[config.mk]
export PLATFORM = sky130hd
export DESIGN_NAME = srf_cfg_regs
export DESIGN_NICKNAME = d
export VERILOG_FILES = /design/src/rtl/core/srf_pkg.sv /design/src/rtl/core/srf_cfg_regs.sv
export SDC_FILE = /design/constraint.sdc
export NUM_CORES = 1
export LEC_CHECK = 0
export BUFFER_PORTS_ARGS = -buffer_cell sky130_fd_sc_hd__buf_2
export CORE_MARGIN = 2
export CORE_UTILIZATION = 40
export DETAILED_ROUTE_END_ITERATION = 16
export PLACE_DENSITY_LB_ADDON = 0.15
export SYNTH_ARGS = -nofsm -noshare
export SYNTH_HDL_FRONTEND = slang
export SYNTH_SLANG_ARGS = --single-unit
[constraint.sdc]
create_clock -name clk -period 1.76 [get_ports clk]
set_input_delay 0.264 -clock clk [delete_from_list [all_inputs] [get_ports clk]]
set_output_delay 0.264 -clock clk [all_outputs]
set_load 0.01 [all_outputs]
[src/rtl/core/srf_pkg.sv]
// ----------------------------------------------------------------------------
// srf_pkg
// Shared types, register codes and tables of the grid sync PLL.
// ----------------------------------------------------------------------------
package srf_pkg;

  localparam int unsigned ITER_W       = 5;
  localparam int unsigned CORDIC_STEPS = 16;
  localparam int unsigned SQRT_STEPS   = 18;
  localparam int unsigned DIV_STEPS    = 17;

  localparam int unsigned CFG_IDX_W = 4;
  localparam logic [CFG_IDX_W-1:0] REG_PROP_GAIN     = 4'd0;
  localparam logic [CFG_IDX_W-1:0] REG_INTEG_GAIN    = 4'd1;
  localparam logic [CFG_IDX_W-1:0] REG_NOMINAL_RATE  = 4'd2;
  localparam logic [CFG_IDX_W-1:0] REG_INTEG_FLOOR   = 4'd3;
  localparam logic [CFG_IDX_W-1:0] REG_INTEG_CEILING = 4'd4;
  localparam logic [CFG_IDX_W-1:0] REG_RATE_FLOOR    = 4'd5;
  localparam logic [CFG_IDX_W-1:0] REG_RATE_CEILING  = 4'd6;
  localparam logic [CFG_IDX_W-1:0] REG_LOCK_BAND     = 4'd7;

  localparam logic [30:0]        RST_NOMINAL_RATE  = 31'd10737418;
  localparam logic signed [31:0] RST_INTEG_FLOOR   = -32'sd1073742;
  localparam logic signed [31:0] RST_INTEG_CEILING = 32'sd1073742;
  localparam logic signed [31:0] RST_RATE_FLOOR    = 32'sd9663676;
  localparam logic signed [31:0] RST_RATE_CEILING  = 32'sd11811160;
  localparam logic [14:0]        RST_LOCK_BAND     = 15'd1638;

  typedef enum logic [3:0] {
    S_IDLE, S_CLARKE, S_ROT, S_CORDIC, S_SCALE, S_SQUARE, S_SQRT,
    S_DINIT, S_DIV, S_ERR, S_MUL, S_INTEG, S_RATE
  } srf_state_t;

  typedef struct packed {
    logic [30:0]        prop_gain;
    logic [30:0]        integ_gain;
    logic [30:0]        nominal_rate;
    logic signed [31:0] integ_floor;
    logic signed [31:0] integ_ceiling;
    logic signed [31:0] rate_floor;
    logic signed [31:0] rate_ceiling;
    logic [14:0]        lock_band;
  } srf_cfg_t;

  typedef struct packed {
    logic              load;
    logic              clarke;
    logic              rot;
    logic              cordic;
    logic              scale;
    logic              square;
    logic              sqrt_step;
    logic              div_init;
    logic              div_step;
    logic              err;
    logic              mul;
    logic              integ;
    logic              commit;
    logic [ITER_W-1:0] iter;
  } srf_cmd_t;

  typedef struct packed {
    logic out_free;
  } srf_stat_t;

  // arctangent of 2^-i in 2^-32 turn units
  function automatic logic signed [31:0] atan_lookup(input logic [3:0] i);
    logic signed [31:0] v;
    unique case (i)
      4'd0:  v = 32'sd536870912;
      4'd1:  v = 32'sd316933406;
      4'd2:  v = 32'sd167458907;
      4'd3:  v = 32'sd85004756;
      4'd4:  v = 32'sd42667331;
      4'd5:  v = 32'sd21354465;
      4'd6:  v = 32'sd10679838;
      4'd7:  v = 32'sd5340245;
      4'd8:  v = 32'sd2670163;
      4'd9:  v = 32'sd1335087;
      4'd10: v = 32'sd667544;
      4'd11: v = 32'sd333772;
      4'd12: v = 32'sd166886;
      4'd13: v = 32'sd83443;
      4'd14: v = 32'sd41722;
      4'd15: v = 32'sd20861;
      default: v = 32'sd0;
    endcase
    return v;
  endfunction

endpackage

[src/rtl/core/srf_cfg_regs.sv]
// ----------------------------------------------------------------------------
// srf_cfg_regs
// Loop filter and lock detector configuration registers.
// ----------------------------------------------------------------------------
module srf_cfg_regs (
  input  logic                          clk,
  input  logic                          rst,
  input  logic                          cfg_valid,
  output logic                          cfg_ready,
  input  logic [srf_pkg::CFG_IDX_W-1:0] cfg_index,
  input  logic [31:0]                   cfg_data,
  output srf_pkg::srf_cfg_t             cfg
);
  import srf_pkg::*;

  assign cfg_ready = 1'b1;

  always_ff @(posedge clk) begin
    if (rst) begin
      cfg.prop_gain     <= '0;
      cfg.integ_gain    <= '0;
      cfg.nominal_rate  <= RST_NOMINAL_RATE;
      cfg.integ_floor   <= RST_INTEG_FLOOR;
      cfg.integ_ceiling <= RST_INTEG_CEILING;
      cfg.rate_floor    <= RST_RATE_FLOOR;
      cfg.rate_ceiling  <= RST_RATE_CEILING;
      cfg.lock_band     <= RST_LOCK_BAND;
    end else if (cfg_valid) begin
      unique case (cfg_index)
        REG_PROP_GAIN:     cfg.prop_gain     <= cfg_data[30:0];
        REG_INTEG_GAIN:    cfg.integ_gain    <= cfg_data[30:0];
        REG_NOMINAL_RATE:  cfg.nominal_rate  <= cfg_data[30:0];
        REG_INTEG_FLOOR:   cfg.integ_floor   <= $signed(cfg_data);
        REG_INTEG_CEILING: cfg.integ_ceiling <= $signed(cfg_data);
        REG_RATE_FLOOR:    cfg.rate_floor    <= $signed(cfg_data);
        REG_RATE_CEILING:  cfg.rate_ceiling  <= $signed(cfg_data);
        REG_LOCK_BAND:     cfg.lock_band     <= cfg_data[14:0];
        default: ;
      endcase
    end
  end

endmodule

==> impl_summary.log <==
[metrics] run status: complete, no violations
[metrics] Die Area: 24280 µm²
[metrics] clock tree from TritonCTS: built
[metrics] Root Driver: clkbuf_16
[metrics] Crit path arrival time: 1.05 ns
[metrics] clk sinks: 236
[metrics] number of buffers on the longest clock path: 3
[metrics] Chip Width: 155.8 µm
[metrics] Critical R2R Launch: cfg[16]$_SDFFE_PP0P_
[metrics] clock skew: 0 ns
[metrics] post_cts resized: 0
[metrics] detailed placement HPWL: 17770 µm
[metrics] count of filler cells inserted in the layout: 2098
[metrics] mean cell area of the mapped netlist: 10.87 µm²
[metrics] post-DR wirelength/cell: 17.55 µm
[metrics] cts-stage hold buffer count: 0
[metrics] critical path startpoint category: flip-flop
[metrics] area grow syn2layout: 29.57%
[metrics] Async SR Flop Fraction: 0%
[metrics] Main synth FF type: dfxtp_1
[metrics] Critical Path Source: cfg[16]$_SDFFE_PP0P_
[metrics] critical-path maximum fanout: 2
[metrics] clock input transition at the sequential cells of the worst setup and hold paths: 0.06 ns
[metrics] Routability Congestion: 0.7877
[metrics] pin count of the biggest net entering global routing: 44
[metrics] number of distinct library cell variants in the gate-level netlist after synthesis: 19
[metrics] iteration count of the initial detailed-routing pass: 4
[metrics] reg-to-reg critical path endpoint: cfg[16]$_SDFFE_PP0P_
[metrics] Starting DRT DRC Count: 285
[metrics] worst reg-to-reg path cell count: 2
[metrics] Hold Path Class: primary input to flip-flop
[metrics] # IOs: 276
[metrics] top-area cell type share of the netlist area: 51.23%
[metrics] minimum clock period after layout: 1.309 ns
[metrics] Fin Hold WS: 0.02123 ns
[metrics] top cells by area in the synthesized netlist: dfxtp_1, mux2i_1, nand2b_1
[metrics] cells after synthesis: 848
[metrics] number of flip-flops in the largest register: 236
[metrics] LEAKAGE: 6.217 nW
[metrics] largest registers: cfg (236)
[metrics] Top Family by Delay on Critical Path: flip-flops
[metrics] Nets: 1166
[metrics] die extent in y: 155.8 µm
[metrics] number of global-route vias before repair: 6723
[metrics] Initial Util: 40.73%
[metrics] cell taking the most area after synthesis: dfxtp_1
[metrics] classification of the worst setup path: flip-flop to output port
[metrics] global-route wire length before repair: 38840 µm
[metrics] number of vias in the routed layout: 6808
[metrics] Setup violations, final: 0
[metrics] type of element capturing the critical path: output port
[metrics] GRT overflow: 0
[metrics] maximum VDD drop: 0.0006836 V
[metrics] end-of-flow core utilization: 52.77%
[metrics] worst setup slack for register-to-register paths: 1.13 ns
[metrics] period utilisation layout: 74.39%
[metrics] number of synthesized flops with an enable pin: 0
[metrics] sequential fraction of the synthesis area: 51.23%
[metrics] required time of the critical path: 1.50 ns
[metrics] synthesized netlist net count: 887
[metrics] Most flops, register: cfg
[metrics] post-detailed-route DRC marker count: 0
[metrics] number of port buffers: 274
[metrics] final WL: 25150 µm
[metrics] total CTS buffers: 26
[metrics] total core area: 22640 µm²
[metrics] # Post-CTS Setup Buffers: 0
[metrics] Std-Cell Rows: 55
[metrics] Setup Total Neg Slack: 0 ns
[metrics] setup repair after global routing missed its margin: no
[metrics] Post-DRT Antenna Nets: 0
[metrics] fraction of layout cells with a size suffix above 1: 31.73%
[metrics] Stages on worst setup path: 1
[metrics] power density normalized to cell area: 1022 nW/µm²
[metrics] Slew Viols, Final: 0
[metrics] Worst setup endpoint: cfg[16]
[metrics] post-synthesis sequential element count: 236
[metrics] warnings from Yosys: 0
[metrics] final-report hold violation count: 0
[metrics] crit path max-delay cell type: dfxtp_1
[metrics] post-detailed-route via-to-cell ratio: 4.751
[metrics] maximum clock frequency: 0.7638 GHz
[metrics] number of max-cap violations: 0
[metrics] clock latency reported for the late side of the worst-skew pair: 0.52 ns
[metrics] number of buffers and inverters on the critical path: 1
[metrics] Cell Area, Synth: 9221 µm²
[metrics] antenna violations before repair: 2
[metrics] H-tree depth: 1
[metrics] CP peak stage delay: 0.37 ns
[metrics] All-Layer GR Usage: 20.23%
[metrics] top cells by instance count after synthesis: dfxtp_1, mux2i_1, nand2b_1, nor2_1, clkbuf_1
[metrics] ordered cell list for the critical path: buf_2
cell type report:
type	count	area [µm²]	share of cell area, %
sequential	236	4725	39.54
multi-input combinational	553	4111	34.41
timing repair buffer	310	1773	14.84
clock buffer	40	814.5	6.817
tap	285	356.6	2.985
clock inverter	8	165.2	1.382
antenna	1	2.502	0.02094
how the worst min path moves through the flow:
stage / start / to / slack (ns) / cells past startpoint
after global routing: cfg_data[27] / cfg[138]$_SDFFE_PP1P_ / 0.01 / 3
after global placement: cfg[214]$_SDFFE_PP0P_ / cfg[214]$_SDFFE_PP0P_ / 0.45 / 2
after detailed placement: cfg[206]$_SDFFE_PP0P_ / cfg[206]$_SDFFE_PP0P_ / 0.46 / 2
after floorplan: cfg_data[19] / cfg[130]$_SDFFE_PP1P_ / 0.43 / 2
final: cfg_data[29] / cfg[140]$_SDFFE_PP1P_ / 0.02 / 3
after CTS: cfg_data[29] / cfg[140]$_SDFFE_PP1P_ / 0.001 / 3
cell usage in the layout (no fill, tap or decap):
cell / instances
and3b_2: 1
and2_1: 3
buf_4: 26
clkbuf_1: 4
nand3_2: 2
nor2b_1: 2
and3_1: 1
mux2i_1: 236
buf_6: 1
bufinv_16: 5
clkbuf_8: 9
nor3b_4: 1
buf_12: 10
dfxtp_1: 236
nor2_1: 106
clkbuf_16: 27
nand2_2: 4
clkinv_2: 3
conb_1: 1
nand2b_1: 194
buf_2: 273
nand2_4: 2
diode_2: 1
per-layer routing:
metal  vias to the layer above  track usage (%)  share of wire [%]
li1                       3346                -                  -
met3                        41            6.306                8.0
met5                         -                0                  0
met2                       202            32.68                 45
met1                      3219            26.08                 45
met4                         0            5.898                2.5
through the flow:
stage	instance area (µm²)	std cells	worst slack, ns	power [mW]
after floorplan	9221	848	0.4484	5.959
after global placement	10970	1384	0.2261	6.241
after detailed placement	10970	1384	0.1886	6.239
after CTS	11950	1432	0.4340	12.36
after global routing	11950	1433	0.4172	12.65
final	11950	1433	0.4507	12.22
power by group:
part	switching [mW]	total [mW]	internal [mW]	leakage [nW]
clock	2.20	6.10	3.90	0.485
sequential	0.0352	5.45	5.41	1.91
combinational	0.375	0.667	0.292	3.82
tightest hold or removal path: cells and delay by family:
family                 cells  cell delay, ns
AND/OR/NAND/NOR            1            0.04
multiplexers               1            0.11
buffers and inverters      1            0.09
cell families (layout without fill, tap and decap cells):
| logic type | after synthesis | count (layout) | synth area share (%) |
|---|---|---|---|
| buffers and inverters | 59 | 358 | 4.179 |
| DFF | 236 | 236 | 51.23 |
| muxes | 236 | 236 | 25.62 |
| other | 1 | 2 | 0.04067 |
| and+or+nand+nor | 316 | 316 | 18.93 |
Power figures use the tool's default switching activity.
