$ cat src/rtl/core/srf_pkg.sv
// ----------------------------------------------------------------------------
// srf_pkg
// Shared types, register codes and tables of the grid sync PLL.
// ----------------------------------------------------------------------------
package srf_pkg;

  localparam int unsigned ITER_W       = 5;
  localparam int unsigned CORDIC_STEPS = 16;
  localparam int unsigned SQRT_STEPS   = 18;
  localparam int unsigned DIV_STEPS    = 17;

  localparam int unsigned CFG_IDX_W = 4;
  localparam logic [CFG_IDX_W-1:0] REG_PROP_GAIN     = 4'd0;
  localparam logic [CFG_IDX_W-1:0] REG_INTEG_GAIN    = 4'd1;
  localparam logic [CFG_IDX_W-1:0] REG_NOMINAL_RATE  = 4'd2;
  localparam logic [CFG_IDX_W-1:0] REG_INTEG_FLOOR   = 4'd3;
  localparam logic [CFG_IDX_W-1:0] REG_INTEG_CEILING = 4'd4;
  localparam logic [CFG_IDX_W-1:0] REG_RATE_FLOOR    = 4'd5;
  localparam logic [CFG_IDX_W-1:0] REG_RATE_CEILING  = 4'd6;
  localparam logic [CFG_IDX_W-1:0] REG_LOCK_BAND     = 4'd7;

  localparam logic [30:0]        RST_NOMINAL_RATE  = 31'd10737418;
  localparam logic signed [31:0] RST_INTEG_FLOOR   = -32'sd1073742;
  localparam logic signed [31:0] RST_INTEG_CEILING = 32'sd1073742;
  localparam logic signed [31:0] RST_RATE_FLOOR    = 32'sd9663676;
  localparam logic signed [31:0] RST_RATE_CEILING  = 32'sd11811160;
  localparam logic [14:0]        RST_LOCK_BAND     = 15'd1638;

  typedef enum logic [3:0] {
    S_IDLE, S_CLARKE, S_ROT, S_CORDIC, S_SCALE, S_SQUARE, S_SQRT,
    S_DINIT, S_DIV, S_ERR, S_MUL, S_INTEG, S_RATE
  } srf_state_t;

  typedef struct packed {
    logic [30:0]        prop_gain;
    logic [30:0]        integ_gain;
    logic [30:0]        nominal_rate;
    logic signed [31:0] integ_floor;
    logic signed [31:0] integ_ceiling;
    logic signed [31:0] rate_floor;
    logic signed [31:0] rate_ceiling;
    logic [14:0]        lock_band;
  } srf_cfg_t;

  typedef struct packed {
    logic              load;
    logic              clarke;
    logic              rot;
    logic              cordic;
    logic              scale;
    logic              square;
    logic              sqrt_step;
    logic              div_init;
    logic              div_step;
    logic              err;
    logic              mul;
    logic              integ;
    logic              commit;
    logic [ITER_W-1:0] iter;
  } srf_cmd_t;

  typedef struct packed {
    logic out_free;
  } srf_stat_t;

  // arctangent of 2^-i in 2^-32 turn units
  function automatic logic signed [31:0] atan_lookup(input logic [3:0] i);
    logic signed [31:0] v;
    unique case (i)
      4'd0:  v = 32'sd536870912;
      4'd1:  v = 32'sd316933406;
      4'd2:  v = 32'sd167458907;
      4'd3:  v = 32'sd85004756;
      4'd4:  v = 32'sd42667331;
      4'd5:  v = 32'sd21354465;
      4'd6:  v = 32'sd10679838;
      4'd7:  v = 32'sd5340245;
      4'd8:  v = 32'sd2670163;
      4'd9:  v = 32'sd1335087;
      4'd10: v = 32'sd667544;
      4'd11: v = 32'sd333772;
      4'd12: v = 32'sd166886;
      4'd13: v = 32'sd83443;
      4'd14: v = 32'sd41722;
      4'd15: v = 32'sd20861;
      default: v = 32'sd0;
    endcase
    return v;
  endfunction

endpackage

$ cat src/rtl/core/srf_ctrl.sv
// ----------------------------------------------------------------------------
// srf_ctrl
// Sequencer for the PLL datapath: one sample at a time through each unit.
// ----------------------------------------------------------------------------
module srf_ctrl (
  input  logic               clk,
  input  logic               rst,
  input  logic               in_valid,
  output logic               in_ready,
  input  srf_pkg::srf_stat_t stat,
  output srf_pkg::srf_cmd_t  cmd
);
  import srf_pkg::*;

  srf_state_t        state, state_next;
  logic [ITER_W-1:0] iter, iter_next;
  logic              cordic_last, sqrt_last, div_last;

  assign cordic_last = (iter == ITER_W'(CORDIC_STEPS - 1));
  assign sqrt_last   = (iter == ITER_W'(SQRT_STEPS - 1));
  assign div_last    = (iter == ITER_W'(DIV_STEPS - 1));

  always_comb begin
    state_next = state;
    unique case (state)
      S_IDLE:   if (in_valid) state_next = S_CLARKE;
      S_CLARKE: state_next = S_ROT;
      S_ROT:    state_next = S_CORDIC;
      S_CORDIC: if (cordic_last) state_next = S_SCALE;
      S_SCALE:  state_next = S_SQUARE;
      S_SQUARE: state_next = S_SQRT;
      S_SQRT:   if (sqrt_last) state_next = S_DINIT;
      S_DINIT:  state_next = S_DIV;
      S_DIV:    if (div_last) state_next = S_ERR;
      S_ERR:    state_next = S_MUL;
      S_MUL:    state_next = S_INTEG;
      S_INTEG:  state_next = S_RATE;
      S_RATE:   if (stat.out_free) state_next = S_IDLE;
      default:  state_next = S_IDLE;
    endcase
  end

  always_comb begin
    iter_next = '0;
    if ((state == S_CORDIC && !cordic_last) || (state == S_SQRT && !sqrt_last) ||
        (state == S_DIV && !div_last)) begin
      iter_next = iter + 1'b1;
    end
  end

  always_ff @(posedge clk) begin
    if (rst) begin
      state <= S_IDLE;
      iter  <= '0;
    end else begin
      state <= state_next;
      iter  <= iter_next;
    end
  end

  always_comb begin
    cmd           = '0;
    cmd.iter      = iter;
    cmd.load      = (state == S_IDLE) && in_valid;
    cmd.clarke    = (state == S_CLARKE);
    cmd.rot       = (state == S_ROT);
    cmd.cordic    = (state == S_CORDIC);
    cmd.scale     = (state == S_SCALE);
    cmd.square    = (state == S_SQUARE);
    cmd.sqrt_step = (state == S_SQRT);
    cmd.div_init  = (state == S_DINIT);
    cmd.div_step  = (state == S_DIV);
    cmd.err       = (state == S_ERR);
    cmd.mul       = (state == S_MUL);
    cmd.integ     = (state == S_INTEG);
    cmd.commit    = (state == S_RATE) && stat.out_free;
    in_ready      = (state == S_IDLE);
  end

`ifndef SYNTHESIS
  a_iter_idle: assert property (@(posedge clk) disable iff (rst)
    (state != S_CORDIC && state != S_SQRT && state != S_DIV) |-> iter == '0)
    else $error("iteration count left over outside a loop state");
  a_one_step: assert property (@(posedge clk) disable iff (rst)
    $onehot0({cmd.load, cmd.cordic, cmd.sqrt_step, cmd.div_step, cmd.commit}))
    else $error("more than one datapath step issued");
  a_commit_free: assert property (@(posedge clk) disable iff (rst)
    cmd.commit |-> stat.out_free)
    else $error("commit while output slot busy");
`endif

endmodule

$ cat config.mk
export PLATFORM = sky130hd
export DESIGN_NAME = srf_ctrl
export DESIGN_NICKNAME = d
export VERILOG_FILES = /design/src/rtl/core/srf_pkg.sv /design/src/rtl/core/srf_ctrl.sv
export SDC_FILE = /design/constraint.sdc
export NUM_CORES = 1
export LEC_CHECK = 0
export ABC_AREA = 0
export BUFFER_PORTS_ARGS = -buffer_cell sky130_fd_sc_hd__buf_2
export CAP_MARGIN = 10
export CORE_AREA = 2 2 43 45
export CTS_CLUSTER_SIZE = 30
export DETAILED_ROUTE_END_ITERATION = 7
export DIE_AREA = 0 0 45 47
export GPL_ROUTABILITY_DRIVEN = 0
export HOLD_SLACK_MARGIN = 0.03
export PLACE_DENSITY = 0.74
export SYNTH_ARGS = -nofsm -noshare
export SYNTH_HDL_FRONTEND = slang
export SYNTH_SLANG_ARGS = --single-unit
$ cat constraint.sdc
create_clock -name clk -period 1.68 [get_ports clk]
set_clock_uncertainty 0.05 [all_clocks]
set_input_delay 0.168 -clock clk [delete_from_list [all_inputs] [get_ports clk]]
set_output_delay 0.168 -clock clk [all_outputs]
set_load 0.01 [all_outputs]
==> metrics, run 1 <==
outcome=finished clean; Final #Nets=115; yosys warns=0; Hold Path Class=input pin to register; Avg Inst Size Synth=8.79 um2; asr flop ratio synth=0; pin count of the biggest net entering global routing=13; Slew @ Worst Pin=356 ps; hold buffers post-CTS=0; Cells after Synth=76; Clock Latency Late Sink=260 ps; Cell variety after synth=33; Max Transition Viols Final=0; Num CTS Buffers=3; DRC Markers=0; Worst Hold Margin=153 ps; internal power=0.382 mW; Routed Wire Length=1720 um; antenna-violating nets left=0; crit-path leading delay family=simple AND/OR/NAND/NOR gates; clock buffer depth=2; crit-path max FO=4; Die Y=47 um; combinational share of power=0.246; Fmax achieved=628 MHz; Overflow after GRT=0; Static Leakage=0.389 nW; Overall Global Routing Usage=0.185; Reg power frac=0.447; DRT Pass-1 Iters=4; critical path class=register to primary output; clk slew on worst S/H paths=70 ps; critical path data arrival time=1380 ps; Pwr Density=627 nW/um2; Wirelength per Cell=14.0 um; Final Cycle Share=0.948; Mapped Area=668 um2; number of enable flip-flop cells after synthesis=0; Design Power=0.568 mW; Max-Cap Viols=0; via count=688; Worst Setup End Kind=primary output; # diodes=0; Buf/Inv on CP=3; DR vias/cell=5.59; H-Tree Depth=1; cell area after placement=828 um2; Cell Chain, Critical Path=nand2b_1 > buf_4 > or2_2 > inv_1 > buf_2; Total Die Area=2120 um2; r2r setup slk=100 ps; final setup fails=0; worst relative slew slack=0.756; ys flop type=dfxtp_1; port bufs=22; first-pass GRT wire length=2870 um; clock group share of total power=0.307; vias in the first global route=640; post-synthesis sequential area ratio=0.270; HPWL Detailed=1230 um; synthesized net count=84; CTS Root Cell=clkbuf_4; P&R area growth vs syn=35.6%; sw power=0.185 mW; proportion of layout cells with a drive suffix above 1=0.519; Initial Util=0.405; die width=45 um; crit path time final=1590 ps; nature of the critical path startpoint=register; initial antenna violation count=0; CP peak stage delay=350 ps; CP max-delay cell=dfxtp_4; clock sinks=9; # rows=15; core area=1650 um2; Max IR drop VDD=449 uV; Ports=23; CTS tree=built; Final Hold Violating Endpoints=0; DR iter-0 viols=7; Net Sw Frac=0.326; design area=906 um2; Req. time, crit path=1460 ps; Seq cells post-synth=9
==> power groups by stage <==
stage	clock network, mW	logic [mW]	registers, mW
floorplan	0	0.0854	0.239
global placement	0	0.127	0.249
detailed placement	0	0.130	0.249
CTS	0.181	0.131	0.247
global route	0.197	0.157	0.257
finish	0.175	0.139	0.254
==> worst paths after layout <==
check                           startpoint       end  depth (start not counted)
worst max-delay path              state[3]   cmd[10]                          5
worst min-delay path                  stat  state[3]                          4
worst max register to register     iter[1]   iter[0]                          5
worst min register to register     iter[0]   iter[0]                          2
==> kinds of logic (layout without fill, tap and decap cells) <==
logic type | Yosys count | after routing | synth area share
AOI/OAI and AO/OA | 16 | 16 | 0.234
xor gates and xnor gates | 2 | 2 | 0.0262
buffers and inverters | 14 | 44 | 0.103
adders and majority gates | 4 | 4 | 0.0749
DFF | 9 | 9 | 0.270
and+or+nand+nor | 31 | 31 | 0.292
==> worst register-to-register path, cell delays in order, from the launching register on <==
cell,delay (ps)
dfxtp_2,360
inv_1,70
ha_1,170
and4bb_2,210
or3_4,390
a211oi_2,240
==> Yosys cell counts (2+ instances only) <==
cell,instances,area (um2)
dfxtp_1,9,180
buf_6,2,22.5
a211oi_2,5,62.6
nor4_1,2,12.5
ha_1,4,50.1
nand2b_1,3,18.8
nor3_1,6,30.0
a2111oi_0,2,17.5
and4bb_2,2,25.0
clkbuf_1,2,7.51
and2_1,2,12.5
nand2_1,5,18.8
nor2_1,3,11.3
inv_1,8,30.0
a21oi_1,3,15.0
==> sequential cells by signal, summed over array words and instances (netlist names) <==
register	count
iter	5
state	4
==> metrics by stage <==
step                TNS [ps]  utilization  worst slack [ps]  cells
floorplan                  0            -              73.9     76
global placement           0        0.502              27.4    118
detailed placement    -0.802        0.502            -0.802    118
CTS                        0        0.521              10.9    122
global route           -8.52        0.548             -8.52    123
finish                     0        0.548              86.9    123
==> per-layer routing <==
metal / vias up / GRT usage / wire (um) / share of wire
met5: - / 0 / 0 / 0
li1: 336 / - / - / -
met2: 23 / 0.320 / 877 / 0.51
met1: 325 / 0.222 / 722 / 0.42
met4: 0 / 0.0529 / 23 / 0.013
met3: 4 / 0.0577 / 94 / 0.055
==> area by class of cell <==
cell class,instances,area [um2]
Fill cell,156,746
Multi-Input combinational cell,53,448
Sequential cell,9,195
Timing Repair Buffer,32,185
Inverter,8,30.0
Clock buffer,4,26.3
Tap cell,17,21.3
==> repair_timing <==
| action | in CTS | in global routing |
|---|---|---|
| endpoints found under the setup margin | 4 | 12 |
| buffers inserted | 0 | 1 |
| resized for setup | 2 | 13 |
| pin swaps | 0 | 2 |
==> cell usage in the layout, fill, tap and decap left out, types with 2 or more instances in the layout <==
| cell type | instances |
|---|---|
| buf_2 | 22 |
| buf_4 | 10 |
| inv_1 | 8 |
| nor3_1 | 6 |
| nand2_1 | 5 |
| a211oi_2 | 5 |
| nand2b_1 | 3 |
| nor2_1 | 3 |
| a21oi_1 | 3 |
| ha_1 | 3 |
| clkbuf_4 | 3 |
| dfxtp_2 | 3 |
| dfxtp_1 | 3 |
| dfxtp_4 | 3 |
| and4bb_2 | 2 |
| and2_1 | 2 |
(Power assumes the default switching activity.)
==> run 2, diff against run 1 <==
--- a/config.mk
+++ b/config.mk
@@ -8,13 +8,14 @@
 export ABC_AREA = 0
 export BUFFER_PORTS_ARGS = -buffer_cell sky130_fd_sc_hd__buf_2
 export CAP_MARGIN = 10
-export CORE_AREA = 2 2 43 45
+export CORE_AREA = 2 2 42 44
+export CTS_BUF_LIST = sky130_fd_sc_hd__clkbuf_2 sky130_fd_sc_hd__clkbuf_4 sky130_fd_sc_hd__clkbuf_8
 export CTS_CLUSTER_SIZE = 30
 export DETAILED_ROUTE_END_ITERATION = 7
-export DIE_AREA = 0 0 45 47
+export DIE_AREA = 0 0 44 46
 export GPL_ROUTABILITY_DRIVEN = 0
 export HOLD_SLACK_MARGIN = 0.03
-export PLACE_DENSITY = 0.74
+export PLACE_DENSITY = 0.77
 export SYNTH_ARGS = -nofsm -noshare
 export SYNTH_HDL_FRONTEND = slang
 export SYNTH_SLANG_ARGS = --single-unit
==> metrics, run 2 (same netlist as run 1, synthesis figures left out) <==
initial antenna violation count=0; Overflow after GRT=0; crit path launch=iter[0]; Req. time, crit path=1770 ps; CTS tree=built; Ports=23; Slew @ Worst Pin=399 ps; crit-path max FO=3; Top Registers=iter x5, state x4; Num CTS Buffers=3; R2R depth=6; reg2reg end=state[1]; combinational share of power=0.238; Max-Cap Viols=0; Net Sw Frac=0.314; Reg power frac=0.439; sw power=0.182 mW; crit path time final=1600 ps; Final #Nets=113; Max IR drop VDD=357 uV; storage element area=193 um2; Routed Wire Length=1650 um; H-Tree Depth=1; critical path data arrival time=1690 ps; # diodes=0; vias in the first global route=545; Wirelength per Cell=13.6 um; Worst Setup End Kind=register; area of the multi-input gates=455 um2; DR vias/cell=5.52; HPWL Detailed=1280 um; total negative setup slack=0 ps; port bufs=22; worst setup path endpoint=state[1]; Pwr Density=644 nW/um2; Die Y=46 um; most common cell after layout, fill and taps aside=buf_2; die width=44 um; outcome=finished clean; Final Cycle Share=0.952; Final Hold Violating Endpoints=0; Hold Path Class=input pin to register; Reg-to-Reg Start=iter[0]; Total Die Area=2020 um2; max FFs per register=5; final setup fails=0; pin count of the biggest net entering global routing=13; Filler cells=155; DRC Markers=0; DR iter-0 viols=25; Fmax achieved=626 MHz; nature of the critical path startpoint=register; core area=1610 um2; P&R area growth vs syn=34.6%; proportion of layout cells with a drive suffix above 1=0.548; Clock Latency Late Sink=260 ps; internal power=0.397 mW; Static Leakage=0.378 nW; Reg with most FFs=iter; clock group share of total power=0.322; clk slew on worst S/H paths=70 ps; critical path class=register to register; DRT Pass-1 Iters=4; hold buffers post-CTS=0; Max Transition Viols Final=0; antenna-violating nets left=0; clock buffer depth=2; via count=668; r2r setup slk=80 ps; Worst Hold Margin=170 ps; most frequent cells in the layout=buf_2, inv_1, buf_4; CTS Root Cell=clkbuf_4; Overall Global Routing Usage=0.179; clock sinks=9; # rows=15; Initial Util=0.414; first-pass GRT wire length=2660 um; worst relative slew slack=0.727
==> run 2: power groups by stage <==
stage	registers [mW]	clock network (mW)	logic [mW]
floorplan	0.239	0	0.0854
global placement	0.251	0	0.124
detailed placement	0.252	0	0.129
CTS	0.249	0.193	0.133
global route	0.258	0.210	0.153
finish	0.254	0.187	0.138
==> run 2: through the flow <==
stage / setup WS, ps / util / cells / power, mW / area [um2]
finish: 81.5 / 0.557 / 121 / 0.579 / 900
global route: -1.79 / 0.557 / 121 / 0.621 / 900
CTS: 5.78 / 0.533 / 121 / 0.575 / 860
detailed placement: -52.9 / 0.509 / 117 / 0.381 / 821
global placement: -32.3 / 0.509 / 117 / 0.375 / 821
floorplan: 73.9 / - / 76 / 0.324 / 668
==> run 2: area by class of cell <==
class / count / area share
multi-input combinational: 53 / 0.506
sequential: 9 / 0.214
timing repair buffer: 30 / 0.189
clock buffer: 4 / 0.0334
inverter: 8 / 0.0334
tap: 17 / 0.0236
==> run 2: worst max-delay path, stage by stage, from the launching register on <==
cell       delay, ps
dfxtp_2          330
ha_2             190
and3_1           180
ha_2             180
inv_1            110
a21oi_1          100
a2111oi_2        340
==> run 2: how the worst min path moves through the flow <==
stage	from	to	slack (ps)	cells after the start
CTS	stat	state[3]	170	4
global placement	stat	state[3]	440	4
finish	stat	state[3]	170	4
floorplan	stat	state[3]	320	3
detailed placement	stat	state[3]	460	4
global route	rst	iter[0]	190	2
==> run 2: timing repair <==
action	in CTS	in global routing
resized for setup	4	12
gates cloned	0	0
setup endpoints to repair	2	10
buffers inserted	0	0
pin swaps	0	1
==> run 2: per-layer routing <==
metal	track usage	wire [um]	up-vias
met5	0	0	-
met4	0.0727	5	0
met3	0.0437	144	2
met2	0.288	801	33
met1	0.227	695	302
li1	-	-	331
==> run 3, diff against run 2 <==
--- a/config.mk
+++ b/config.mk
@@ -15,6 +15,7 @@
 export DIE_AREA = 0 0 44 46
 export GPL_ROUTABILITY_DRIVEN = 0
 export HOLD_SLACK_MARGIN = 0.03
+export MAX_ROUTING_LAYER = met4
 export PLACE_DENSITY = 0.77
 export SYNTH_ARGS = -nofsm -noshare
 export SYNTH_HDL_FRONTEND = slang
==> metrics, run 3 (same netlist as run 1, synthesis figures left out) <==
outcome=finished clean; Total Die Area=2020 um2; Design Power=0.576 mW; DR iter-0 viols=15; # rows=15; Num CTS Buffers=3; first-pass GRT wire length=2680 um; Top Registers=iter x5, state x4; CTS Root Cell=clkbuf_4; Worst Setup End Kind=register; Slew @ Worst Pin=395 ps; Die Y=46 um; nature of the critical path startpoint=register; clk slew on worst S/H paths=60 ps; DR vias/cell=5.51; Clock Latency Late Sink=260 ps; Final Cycle Share=0.954; initial antenna violation count=0; critical path class=register to register; crit-path leading delay family=compound AO/OA/AOI/OAI gates; vias in the first global route=544; pre-CTS setup slack=-52.9 ps; crit-path max FO=3; Reg with most FFs=iter; antenna-violating nets left=0; CTS tree=built; Final #Nets=113; H-Tree Depth=1; Static Leakage=0.378 nW; Max-Cap Viols=0; Initial Util=0.414; HPWL Detailed=1280 um; DRC Markers=0; Wirelength per Cell=13.5 um; final cell count without fillers=121; Fmax achieved=624 MHz; Req. time, crit path=1770 ps; die width=44 um; Worst Hold Margin=179 ps; via count=667; crit path time final=1600 ps; Buf/Inv on CP=1; most used cell, CP=ha_2; core area=1610 um2; most common cell after layout, fill and taps aside=buf_2; Filler cells=155; critical path data arrival time=1690 ps; post-route setup slack=77.5 ps; hold buffers post-CTS=0; cell total after placement=117; most frequent cells in the layout=buf_2, inv_1, buf_4; Final Hold Violating Endpoints=0; worst relative slew slack=0.730; P&R area growth vs syn=34.6%; # diodes=0; CP peak stage delay=340 ps; clock sinks=9; Cell Chain, Critical Path=ha_2 > and3_1 > ha_2 > inv_1 > a21oi_1 > a2111oi_2; clock buffer depth=2; Max Transition Viols Final=0; Ports=23; proportion of layout cells with a drive suffix above 1=0.548; Pwr Density=640 nW/um2; max FFs per register=5; total negative setup slack=0 ps; pin count of the biggest net entering global routing=13; CP max-delay cell=a2111oi_2; Setup Buffers After CTS=0; port bufs=22; Overall Global Routing Usage=0.185; Hold Path Class=input pin to register; Max IR drop VDD=357 uV; Routed Wire Length=1630 um; DRT Pass-1 Iters=4; Overflow after GRT=0; final setup fails=0
[run 3: cell counts in the layout (fill, tap and decap cells not counted)]
No cell type changed its count.
[run 3: routing by layer]
metal  global-route usage  share of wire  vias to the layer above
li1                     -              -                      331
met1                0.230           0.43                      307
met2                0.288           0.49                       27
met3               0.0437          0.073                        2
met4               0.0727         0.0031                        0
met5                    -              0                        -
[run 3: what timing repair did]
action                                 in CTS  in global routing
pin swaps                                   0                  1
endpoints found under the hold margin       0                  0
setup endpoints to repair                   2                 10
resized for setup                           4                 12
[run 3: path summary, 6_finish.rpt]
kind,to,startpoint,slack [ps],depth (start not counted)
setup / recovery,state[1],iter[0],80,6
hold / removal,state[3],stat,180,4
setup reg to reg,state[1],iter[0],80,6
hold reg to reg,iter[0],iter[0],500,2
[run 3: layout make-up]
type	instances	area (um2)	area share
Clock buffer	4	30.0	0.0334
Tap cell	17	21.3	0.0236
Multi-Input combinational cell	53	455	0.506
Sequential cell	9	193	0.214
Timing Repair Buffer	30	170	0.189
Inverter	8	30.0	0.0334
[run 3: per-stage QoR]
step                      cell area, um2   util
after CTS                            860  0.533
after detailed placement             821  0.509
final                                900  0.557
after global routing                 900  0.557
after global placement               821  0.509
after floorplan                      668      -
[run 3: where the power goes]
group / switching, mW / internal (mW) / leakage, nW
registers: 0.0275 / 0.227 / 0.0763
logic: 0.0756 / 0.0625 / 0.283
clock network: 0.0754 / 0.108 / 0.0184
[run 3: worst reg2reg max path: stages (launching register included)]
cell and delay, ps:
dfxtp_2 330, ha_2 190, and3_1 180, ha_2 180, inv_1 110, a21oi_1 100, a2111oi_2 340
